File: src/rtl/bcp_pkg.sv
`default_nettype none
// ----------------------------------------------------------------------------
// bcp_pkg
// Types, constants and helpers shared by the byte to coefficient packer.
// ----------------------------------------------------------------------------
package bcp_pkg;

    localparam int BYTE_BITS = 8;
    localparam int WORD_BITS = 64;
    localparam int CNT_W     = 7;
    localparam int REST_W    = 4;

    localparam logic [CNT_W-1:0] WIDTH_MIN   = 7'd1;
    localparam logic [CNT_W-1:0] WIDTH_MAX   = 7'd64;
    localparam logic [CNT_W-1:0] WIDTH_RESET = 7'd16;
    localparam logic [REST_W-1:0] REST_FULL  = 4'd8;

    typedef struct packed {
        logic [BYTE_BITS-1:0] data_byte;
        logic                 element_end;
    } bcp_in_t;

    typedef struct packed {
        logic [WORD_BITS-1:0] coeff_word;
        logic                 last_coeff;
    } bcp_out_t;

    typedef struct packed {
        logic emit;
        logic done;
    } bcp_step_ctl_t;

    function automatic logic [CNT_W-1:0] eff_width(input logic [CNT_W-1:0] bits);
        logic [CNT_W-1:0] w;
        w = bits;
        if (bits == '0) begin
            w = WIDTH_MIN;
        end else if (bits > WIDTH_MAX) begin
            w = WIDTH_MAX;
        end
        return w;
    endfunction

endpackage
`default_nettype wire

File: src/rtl/byte_to_coefficient_packer_unit.sv
`default_nettype none
// ----------------------------------------------------------------------------
// byte_to_coefficient_packer_unit
// Packs element bytes, most significant bit first, into coefficients.
// ----------------------------------------------------------------------------
// Input channel s_valid/s_ready/s_data carries one byte and an element end
// flag per transfer. Result channel m_valid/m_ready/m_data carries one
// coefficient, right aligned, with last_coeff set on the element's final one.
// The cfg channel writes the coefficient width (0 acts as 1, above 64 as 64)
// and drops any partial coefficient; cfg_ready is always high.
// Each accepted byte is held in the byte register, and the packing step loads
// each coefficient that it yields into the result register, which drives m_valid.
// Throughput: one byte per cycle as long as a byte yields at most one
// coefficient and the receiver does not stall; the byte register holds a byte
// for one packing step per coefficient it yields, the flush included, and for
// at least one step (up to eight for a width of one).
// Reset clears all pending transfers and sets the width to 16 with an empty
// coefficient. A stalled receiver holds the result register, which in turn
// holds the byte register and, while that holds a byte, deasserts s_ready.
// ----------------------------------------------------------------------------
module byte_to_coefficient_packer_unit
    import bcp_pkg::*;
(
    input  wire logic             aclk,
    input  wire logic             aresetn,
    input  wire logic             s_valid,
    output logic                  s_ready,
    input  bcp_in_t               s_data,
    output logic                  m_valid,
    input  wire logic             m_ready,
    output bcp_out_t              m_data,
    input  wire logic             cfg_valid,
    output logic                  cfg_ready,
    input  wire logic [CNT_W-1:0] cfg_data
);

    logic [CNT_W-1:0]     coeff_bits_reg;
    logic [WORD_BITS-1:0] partial_reg;
    logic [CNT_W-1:0]     free_reg;
    logic                 busy_reg;
    logic [BYTE_BITS-1:0] src_reg;
    logic [REST_W-1:0]    rest_reg;
    logic                 last_reg;

    logic [CNT_W-1:0]     width;
    bcp_step_ctl_t        step_ctl;
    bcp_out_t             step_item;
    logic [WORD_BITS-1:0] partial_next;
    logic [CNT_W-1:0]     free_next;
    logic [BYTE_BITS-1:0] src_next;
    logic [REST_W-1:0]    rest_next;
    logic                 slot_free;
    logic                 advance;
    logic                 s_xfer;
    logic                 cfg_xfer;

    assign width     = eff_width(coeff_bits_reg);
    assign advance   = busy_reg && slot_free;
    assign s_ready   = !busy_reg || (slot_free && step_ctl.done);
    assign s_xfer    = s_valid && s_ready;
    assign cfg_ready = 1'b1;
    assign cfg_xfer  = cfg_valid;

    bcp_pack_step u_step (
        .partial      (partial_reg),
        .free         (free_reg),
        .width        (width),
        .src          (src_reg),
        .rest         (rest_reg),
        .last         (last_reg),
        .ctl          (step_ctl),
        .item         (step_item),
        .partial_next (partial_next),
        .free_next    (free_next),
        .src_next     (src_next),
        .rest_next    (rest_next)
    );

    bcp_out_reg u_out (
        .aclk      (aclk),
        .aresetn   (aresetn),
        .load      (advance && step_ctl.emit),
        .load_item (step_item),
        .slot_free (slot_free),
        .m_valid   (m_valid),
        .m_ready   (m_ready),
        .m_data    (m_data)
    );

    always_ff @(posedge aclk) begin
        if (!aresetn) begin
            coeff_bits_reg <= WIDTH_RESET;
            partial_reg    <= '0;
            free_reg       <= WIDTH_RESET;
        end else if (cfg_xfer) begin
            coeff_bits_reg <= cfg_data;
            partial_reg    <= '0;
            free_reg       <= eff_width(cfg_data);
        end else if (advance) begin
            partial_reg <= partial_next;
            free_reg    <= free_next;
        end
    end

    always_ff @(posedge aclk) begin
        if (!aresetn) begin
            busy_reg <= 1'b0;
        end else if (s_xfer) begin
            busy_reg <= 1'b1;
        end else if (advance && step_ctl.done) begin
            busy_reg <= 1'b0;
        end
    end

    always_ff @(posedge aclk) begin
        if (s_xfer) begin
            src_reg  <= s_data.data_byte;
            rest_reg <= REST_FULL;
            last_reg <= s_data.element_end;
        end else if (advance && !step_ctl.done) begin
            src_reg  <= src_next;
            rest_reg <= rest_next;
        end
    end

    a_free_in_range: assert property (@(posedge aclk) disable iff (!aresetn)
        (free_reg != '0) && (free_reg <= width))
        else $error("free bit count out of range");

    a_accept_loads_byte: assert property (@(posedge aclk) disable iff (!aresetn)
        s_xfer |=> busy_reg && (rest_reg == REST_FULL))
        else $error("accepted byte not held");

    a_last_restarts: assert property (@(posedge aclk) disable iff (!aresetn)
        advance && step_ctl.emit && step_item.last_coeff
        |=> (free_reg == width) && (partial_reg == '0))
        else $error("packing not restarted after last coefficient");

endmodule
`default_nettype wire

File: src/rtl/bcp_pack_step.sv
`default_nettype none
// ----------------------------------------------------------------------------
// bcp_pack_step
// One packing step: moves bits of the held byte into the partial coefficient
// and yields at most one coefficient.
// ----------------------------------------------------------------------------
module bcp_pack_step
    import bcp_pkg::*;
(
    input  wire logic [WORD_BITS-1:0] partial,
    input  wire logic [CNT_W-1:0]     free,
    input  wire logic [CNT_W-1:0]     width,
    input  wire logic [BYTE_BITS-1:0] src,
    input  wire logic [REST_W-1:0]    rest,
    input  wire logic                 last,
    output bcp_step_ctl_t             ctl,
    output bcp_out_t                  item,
    output logic [WORD_BITS-1:0]      partial_next,
    output logic [CNT_W-1:0]          free_next,
    output logic [BYTE_BITS-1:0]      src_next,
    output logic [REST_W-1:0]         rest_next
);

    logic [REST_W-1:0]    take;
    logic [WORD_BITS-1:0] pw1;
    logic [CNT_W-1:0]     free1;
    logic [REST_W-1:0]    rest1;
    logic [BYTE_BITS-1:0] src1;
    logic                 full;

    always_comb begin
        take  = (free < {3'b000, rest}) ? free[REST_W-1:0] : rest;
        pw1   = (partial << take) | {{(WORD_BITS-BYTE_BITS){1'b0}}, src >> (REST_FULL - take)};
        free1 = free - {3'b000, take};
        rest1 = rest - take;
        src1  = src << take;
        full  = (free1 == '0);

        ctl          = '{emit: 1'b0, done: 1'b1};
        item         = '{coeff_word: pw1, last_coeff: 1'b0};
        partial_next = '0;
        free_next    = width;
        src_next     = src1;
        rest_next    = rest1;

        if (full) begin
            ctl.emit        = 1'b1;
            item.last_coeff = last && (rest1 == '0);
            if (rest1 != '0) begin
                if (({3'b000, rest1} < width) && !last) begin
                    // remaining bits fit a fresh coefficient
                    partial_next = {{(WORD_BITS-BYTE_BITS){1'b0}}, src1 >> (REST_FULL - rest1)};
                    free_next    = width - {3'b000, rest1};
                end else begin
                    ctl.done = 1'b0;
                end
            end
        end else if (last) begin
            // flush partial coefficient, zeros in the low bits
            ctl.emit        = 1'b1;
            item.coeff_word = pw1 << free1[5:0];
            item.last_coeff = 1'b1;
        end else begin
            partial_next = pw1;
            free_next    = free1;
        end
    end

endmodule
`default_nettype wire

File: src/rtl/bcp_out_reg.sv
`default_nettype none
// ----------------------------------------------------------------------------
// bcp_out_reg
// Result register between the packing step and the result channel.
// ----------------------------------------------------------------------------
module bcp_out_reg
    import bcp_pkg::*;
(
    input  wire logic     aclk,
    input  wire logic     aresetn,
    input  wire logic     load,
    input  bcp_out_t      load_item,
    output logic          slot_free,
    output logic          m_valid,
    input  wire logic     m_ready,
    output bcp_out_t      m_data
);

    logic     valid_reg;
    bcp_out_t data_reg;

    assign slot_free = !valid_reg || m_ready;
    assign m_valid   = valid_reg;
    assign m_data    = data_reg;

    always_ff @(posedge aclk) begin
        if (!aresetn) begin
            valid_reg <= 1'b0;
        end else if (load) begin
            valid_reg <= 1'b1;
        end else if (m_ready) begin
            valid_reg <= 1'b0;
        end
    end

    always_ff @(posedge aclk) begin
        if (load) begin
            data_reg <= load_item;
        end
    end

endmodule
`default_nettype wire

File: config.mk
export PLATFORM = sky130hd
export DESIGN_NAME = byte_to_coefficient_packer_unit
export DESIGN_NICKNAME = d
export VERILOG_FILES = /design/src/rtl/bcp_pkg.sv /design/src/rtl/byte_to_coefficient_packer_unit.sv /design/src/rtl/bcp_pack_step.sv /design/src/rtl/bcp_out_reg.sv
export SDC_FILE = /design/constraint.sdc
export NUM_CORES = 1
export LEC_CHECK = 0
export BUFFER_PORTS_ARGS = -buffer_cell sky130_fd_sc_hd__buf_4
export CAP_MARGIN = 20
export CORE_AREA = 2 2 258 260
export CTS_BUF_LIST = sky130_fd_sc_hd__clkbuf_4
export CTS_CLUSTER_SIZE = 16
export DETAILED_ROUTE_END_ITERATION = 12
export DIE_AREA = 0 0 260 262
export PLACE_DENSITY_LB_ADDON = 0.1
export SYNTH_ARGS = -nofsm -noshare
export SYNTH_HDL_FRONTEND = slang
export SYNTH_SLANG_ARGS = --single-unit
File: constraint.sdc
create_clock -name aclk -period 7.6 [get_ports aclk]
set_clock_uncertainty 0.1 [all_clocks]
set_input_delay 0.76 -clock aclk [delete_from_list [all_inputs] [get_ports aclk]]
set_output_delay 0.76 -clock aclk [all_outputs]
set_load 0.01 [all_outputs]
; Word level (Yosys, flattened, before mapping)
; Index checks and enable logic that the tools add are counted.
[word_totals]
regBits = 158
inputBits = 21
output_inout_bits = 68
elab_cells = 79
[classes]
addsub = 5
order_cmp = 4
shifts = 5
mux = 29
n_bitwise = 2
reduce_logical = 24
[ops]
columns = op, count
row1 = 64-bit 2-to-1 mux, 4
row2 = 7-bit 2-to-1 mux, 10
row3 = 65-bit 2-to-1 mux, 1
row4 = 64-bit by 8-bit OR with 64-bit output, 1
row5 = 64-bit by 4-bit << shifter with 64-bit output, 1
row6 = 64-bit by 6-bit << shifter with 64-bit output, 1
row7 = 8-bit 2-to-1 mux, 3
row8 = 7-bit zero test, 3
row9 = 8-bit by 4-bit right shift with 8-bit output, 2
row10 = 7-bit > comparator (second input constant), 2
row11 = 7-bit by 4-bit subtractor with 7-bit output, 2
row12 = 1-bit 2-to-1 mux, 10
row13 = 1-bit logical AND, 8
row14 = 2-bit nonzero test, 4
row15 = 8-bit by 4-bit << shifter with 8-bit output, 1
row16 = 4-bit subtractor (first input constant), 2
row17 = 4-bit by 7-bit < comparator with 1-bit output, 1
row18 = 7-bit by 4-bit < comparator with 1-bit output, 1
row19 = 1-bit zero test, 4
row20 = 4-bit zero test, 1
row21 = 4-bit 2-to-1 mux, 1
row22 = 4-bit nonzero test, 1
row23 = 4-bit subtractor, 1
row24 = 1-bit logical OR, 2
row25 = other kinds (2), 2

; Depth between registers and ports, before layout
[depth]
word_depth = 12
ltp_mapped = 28

; By module
; From an unflattened synthesis, not the netlist that was laid out.
[hier_totals]
cells_unflattened = 2426
area_unflattened_um2 = 18007.3
[modules_own_cells]
columns = mod, n_inst, cells_each, area_per_inst_um2, seq_area_each_um2
row1 = bcp_pack_step, 1, 1957, 12534.5, 0.0
row2 = byte_to_coefficient_packer_unit, 1, 400, 3472.1, 1931.9
row3 = bcp_out_reg, 1, 69, 2000.7, 1971.9

; Least setup slack after synthesis
; No wires, ideal clock.
[synth_path]
path_type = register to register
start = register rest_reg[1]
end = register u_out.data_reg (netlist bit u_out.m_data[0]) (enable)
arrival_time_ps = 7603
t_required_ps = 7010
slack_ps = -594
stages_incl_launch_ff = 23
synth_period_minus_slack_ps = 8194
cell_sequence = dfxtp_1 > clkbuf_1 > inv_1 > ha_1 > a21oi_1 > o21ai_1 > mux2_2 > nand2_2 > inv_2 > buf_2 > buf_2 > buf_2 > clkbuf_1 > fa_1 > a21o_1 > a21oi_1 > xnor2_1 > o311a_1 > and2_1 > clkbuf_1 > buf_1 > nor2_1 > nor2_1
[synth_via]
elab_chain_len = 6
[synth_lines]
columns = item, line_no
row1 = start: declaration, byte_to_coefficient_packer_unit.sv:42  ; logic [REST_W-1:0] rest_reg;
row2 = start signal: assignment, byte_to_coefficient_packer_unit.sv:122  ; rest_reg <= rest_next;
row3 = 7-bit by 4-bit < comparator with 1-bit output, bcp_pack_step.sv:32  ; take = (free < {3'b000, rest}) ? free[REST_W-1:0] : rest;
row4 = 4-bit 2-to-1 mux *, bcp_pack_step.sv:32
row5 = 7-bit by 4-bit subtractor with 7-bit output *, bcp_pack_step.sv:34  ; free1 = free - {3'b000, take};
row6 = 7-bit zero test *, bcp_pack_step.sv:37  ; full = (free1 == '0);
row7 = 1-bit 2-to-1 mux *, bcp_pack_step.sv:46  ; if (full) begin
row8 = 1-bit logical AND *, byte_to_coefficient_packer_unit.sv:82  ; .load (advance && step_ctl.emit),
row9 = named net u_out.load, bcp_out_reg.sv:11  ; input wire logic load,
row10 = end signal: assignment, bcp_out_reg.sv:38  ; data_reg <= load_item;
row11 = end: declaration, bcp_out_reg.sv:20  ; bcp_out_t data_reg;
; Mark *: on every way through the listed nets, which the timed path passes. The rest lies on a longest branch.
; A chain may end at the register's enable or synchronous reset.

; Worst setup path in the final report
[layout_path]
start = register rest_reg[1]
end = output s_ready
[layout_via]
elab_chain_len = 10
elab_cells_between_ends = 13
[layout_lines]
columns = item, line_no
row1 = 7-bit by 4-bit < comparator with 1-bit output, bcp_pack_step.sv:32
row2 = 4-bit 2-to-1 mux, bcp_pack_step.sv:32
row3 = 4-bit subtractor, bcp_pack_step.sv:35  ; rest1 = rest - take;
row4 = 4-bit by 7-bit < comparator with 1-bit output, bcp_pack_step.sv:50  ; if (({3'b000, rest1} < width) && !last) begin
row5 = 1-bit logical AND, bcp_pack_step.sv:50
row6 = 1-bit 2-to-1 mux, bcp_pack_step.sv:50
row7 = 1-bit 2-to-1 mux, bcp_pack_step.sv:49  ; if (rest1 != '0) begin
row8 = 1-bit 2-to-1 mux *, bcp_pack_step.sv:46
row9 = 1-bit logical AND *, byte_to_coefficient_packer_unit.sv:59  ; assign s_ready = !busy_reg || (slot_free && step_ctl.done);
row10 = 1-bit logical OR *, byte_to_coefficient_packer_unit.sv:59
row11 = end: declaration, byte_to_coefficient_packer_unit.sv:27  ; output logic s_ready,
; Every way passes the cells marked *; elsewhere a longest branch is shown, timed or not.

==> metrics.cfg <==
[floorplanning]
core_um2 = 65300
die_x_um = 260
die-area_um2 = 68100
num_rows = 94
initial_core_util_pct = 30.8
die_h_um = 262
pin_count = 89

[synthesis]
yosys.cell_count.top_type = nor2_1
async_flop_share_pct = 0
ys_ff_latch = 158
synth-edff-count = 74
synth_top_area_share_pct = 11.0
ys_warn_count = 0
synth_area_um2 = 20100
synth_nets = 2648
yosys-top-cells-count = nor2_1, mux2i_1, nor3_1
synth.avg_cell_area_um2 = 7.72
synth_area_leaders = edfxtp_1, mux2i_1, dfxtp_1
synth_flop_cell = dfxtp_1
ys_seq_area_share_pct = 19.4
synth_cell_types = 97
synth_top_area_cell = edfxtp_1
netlist_instances = 2608

[grt]
grt_pass1_wl_um = 159000
grt_pass1_vias = 21300
track_usage_pct = 31.8
grt_max_degree = 136
antenna_found_initial = 6
grt-ovfl-total = 0

[timing]
fmax_mhz = 150
hold_violations = 0
fin_hold_ws_ns = 0.143
tns_ns = 0
period_share_pct = 87.5
grt_setup_unrepaired = no
relSlewSlack_pct = 16.0
setup_viol = 0
slew_violations = 0
min_period_ns = 6.65
tightest_slew_ns = 1.25

[hold_path]
hold_class = in2reg

[placed_design]
place_area_um2 = 21700
gp_congestion = 1.01
dp_cells = 3419
dp_hpwl_um = 81600
portBuffers = 87

[routing]
antenna_left = 0
avgRoutedWirePerCell_um = 31.8
drt_iter0_markers = 2928
num_vias = 22600
drt_pre_antenna_iters = 6
drc = 0
viasPerCell = 6.54
finalWirelength_um = 110000

[final_layout]
final_nets = 2619
final_cells = 3458
largest_reg_flops = 65
seq_area_um2 = 3910
fillers = 7004
syn_to_final_growth_pct = 9.76
drive_gt1_share_pct = 16.8
design_area_um2 = 22100
multi_input_area_um2 = 14800

[power_and_ir_drop]
clkPwrFrac_pct = 16.8
vdd_drop_max_mv = 0.118
swShare_pct = 52.0
p_comb_share_pct = 56.5
finalPower_w = 0.00370
powerDensity_nw_per_um2 = 168
netSwitchingPower_w = 0.00193
p_int_w = 0.00178
cellLeakagePower_nw = 7.48
p_seq_share_pct = 26.6

[worst_setup_path]
worst-r2r-cell-count = 16
slowest_delay_ns = 0.61
critical_path.startpoint = rest_reg[1]$_SDFFE_PP0P_
timing.critical_path.mode_cell = ha_1
path_max_fanout = 12
endpoint = s_ready
cpMaxStageDelayCell = dfxtp_1
cp-end-kind = primary output
worstSetupPathType = reg2out
reg2reg_from = rest_reg[1]$_SDFFE_PP0P_
rrSetupSlack_ns = 1.00
r2r-end = u_out.m_data[59]$_DFFE_PP_
cp.required_ns = 6.74
path_cells = inv_1 -> ha_1 -> nand2_1 -> o21ai_1 -> buf_4 -> mux2_2 -> nand2_2 -> ha_1 -> inv_1 -> fa_1 -> xnor2_1 -> ha_1 -> o21ai_0 -> a21boi_0 -> o32a_1 -> o31ai_1 -> and2_1 -> o21ai_0 -> buf_4
cp-start-kind = register
cp.arrival_ns = 5.79

[status]
status = complete, no violations

[clock_network]
path_clk_slew_ns = 0.16
clock_sinks = 158
cts_tree = built
cts_inserted_buffers = 17
cts_resized = 0
clk_path_buf_depth = 2
htreeDepth = 4
clock-root-buffer = clkbuf_4
cts_setup_buffers = 0
clk_latency_ns = 0.80

[run]
maxCapViolations = 0

cell type report:
class | count | share of cell area (%)
flip-flops and latches | 158 | 17.7
clock buffers | 17 | 0.578
well taps | 864 | 4.89
diodes | 2 | 0.0227
clock inverters | 15 | 0.787
inverters | 80 | 1.36
multi-input cells | 2111 | 67.1
repair buffers | 211 | 7.51
worst max-delay path: cells and delay by family, from the launching register on:
| kind | cells | cell delay [ns] |
|---|---|---|
| AND/OR/NAND/NOR | 3 | 0.49 |
| AO/OA/AOI/OAI | 6 | 1.23 |
| XOR/XNOR | 1 | 0.51 |
| buffers and inverters | 4 | 0.54 |
| multiplexers | 1 | 0.37 |
| flip-flops | 1 | 0.61 |
| adder cells (fa/ha/maj) | 4 | 1.24 |
per-stage QoR:
step                      util [%]  setup WS (ns)
after floorplan                  -          0.512
after global placement        33.2          0.737
after detailed placement      33.3           1.06
after CTS                     33.8          0.687
after global routing          33.8          0.559
final                         33.8          0.952
layout by cell type, fill, tap and decap left out, types with 22 or more instances in the layout:
master	n
a2111oi_0	53
a211oi_1	35
a21oi_1	138
a221oi_1	62
a22oi_1	67
buf_4	201
dfxtp_1	82
edfxtp_1	74
inv_1	72
mux2_2	66
mux2i_1	201
mux4_2	52
nand2_1	175
nand2b_1	56
nand3_1	127
nor2_1	306
nor2b_1	22
nor3_1	196
o211ai_1	35
o21ai_0	88
o22ai_1	25
routing by layer:
metal | share of wire [%] | GRT usage (%) | vias to the layer above
met5 | 0.025 | 0 | -
met4 | 4.5 | 14.0 | 4
met3 | 6.9 | 4.94 | 216
met2 | 46 | 50.9 | 1178
met1 | 42 | 42.3 | 11200
li1 | - | - | 9975
logic make-up (layout without fill, tap and decap cells):
| logic type | Yosys count | count (layout) | synth area share (%) |
|---|---|---|---|
| AOI/OAI and AO/OA | 747 | 747 | 27.3 |
| other | 1 | 3 | 0.0186 |
| buffers and inverters | 339 | 323 | 7.43 |
| muxes | 329 | 329 | 20.3 |
| DFF | 158 | 158 | 19.4 |
| and+or+nand+nor | 1001 | 1001 | 23.6 |
| adders and majority gates | 19 | 19 | 1.29 |
| xor gates and xnor gates | 14 | 14 | 0.609 |
timing repair:
item / in CTS / in global routing
hold endpoints to repair: 4 / 0
setup endpoints to repair: 0 / 0
hold buffers: 4 / 0
power groups by stage:
| stage | clock [W] | sequential [W] | combinational [W] |
|---|---|---|---|
| 6_report | 0.000624 | 0.000987 | 0.00209 |
| 2_1_floorplan | 0 | 0.00100 | 0.00118 |
| 5_1_grt | 0.000678 | 0.000992 | 0.00215 |
| 3_3_place_gp | 0 | 0.00101 | 0.00203 |
| 3_5_place_dp | 0 | 0.00101 | 0.00201 |
| 4_1_cts | 0.000659 | 0.000987 | 0.00202 |
how the worst min path moves through the flow:
stage | start | end | depth (start not counted)
2_1_floorplan | coeff_bits_reg[0]$_SDFFE_PN0P_ | coeff_bits_reg[0]$_SDFFE_PN0P_ | 2
3_3_place_gp | coeff_bits_reg[0]$_SDFFE_PN0P_ | coeff_bits_reg[0]$_SDFFE_PN0P_ | 2
3_5_place_dp | coeff_bits_reg[0]$_SDFFE_PN0P_ | coeff_bits_reg[0]$_SDFFE_PN0P_ | 2
4_1_cts | s_data[1] | src_reg[0]$_DFFE_PP_ | 3
5_1_grt | aresetn | coeff_bits_reg[4]$_SDFFE_PN1P_ | 2
6_report | s_data[1] | src_reg[0]$_DFFE_PP_ | 3
Note: power is estimated with default switching activity, not from simulation.
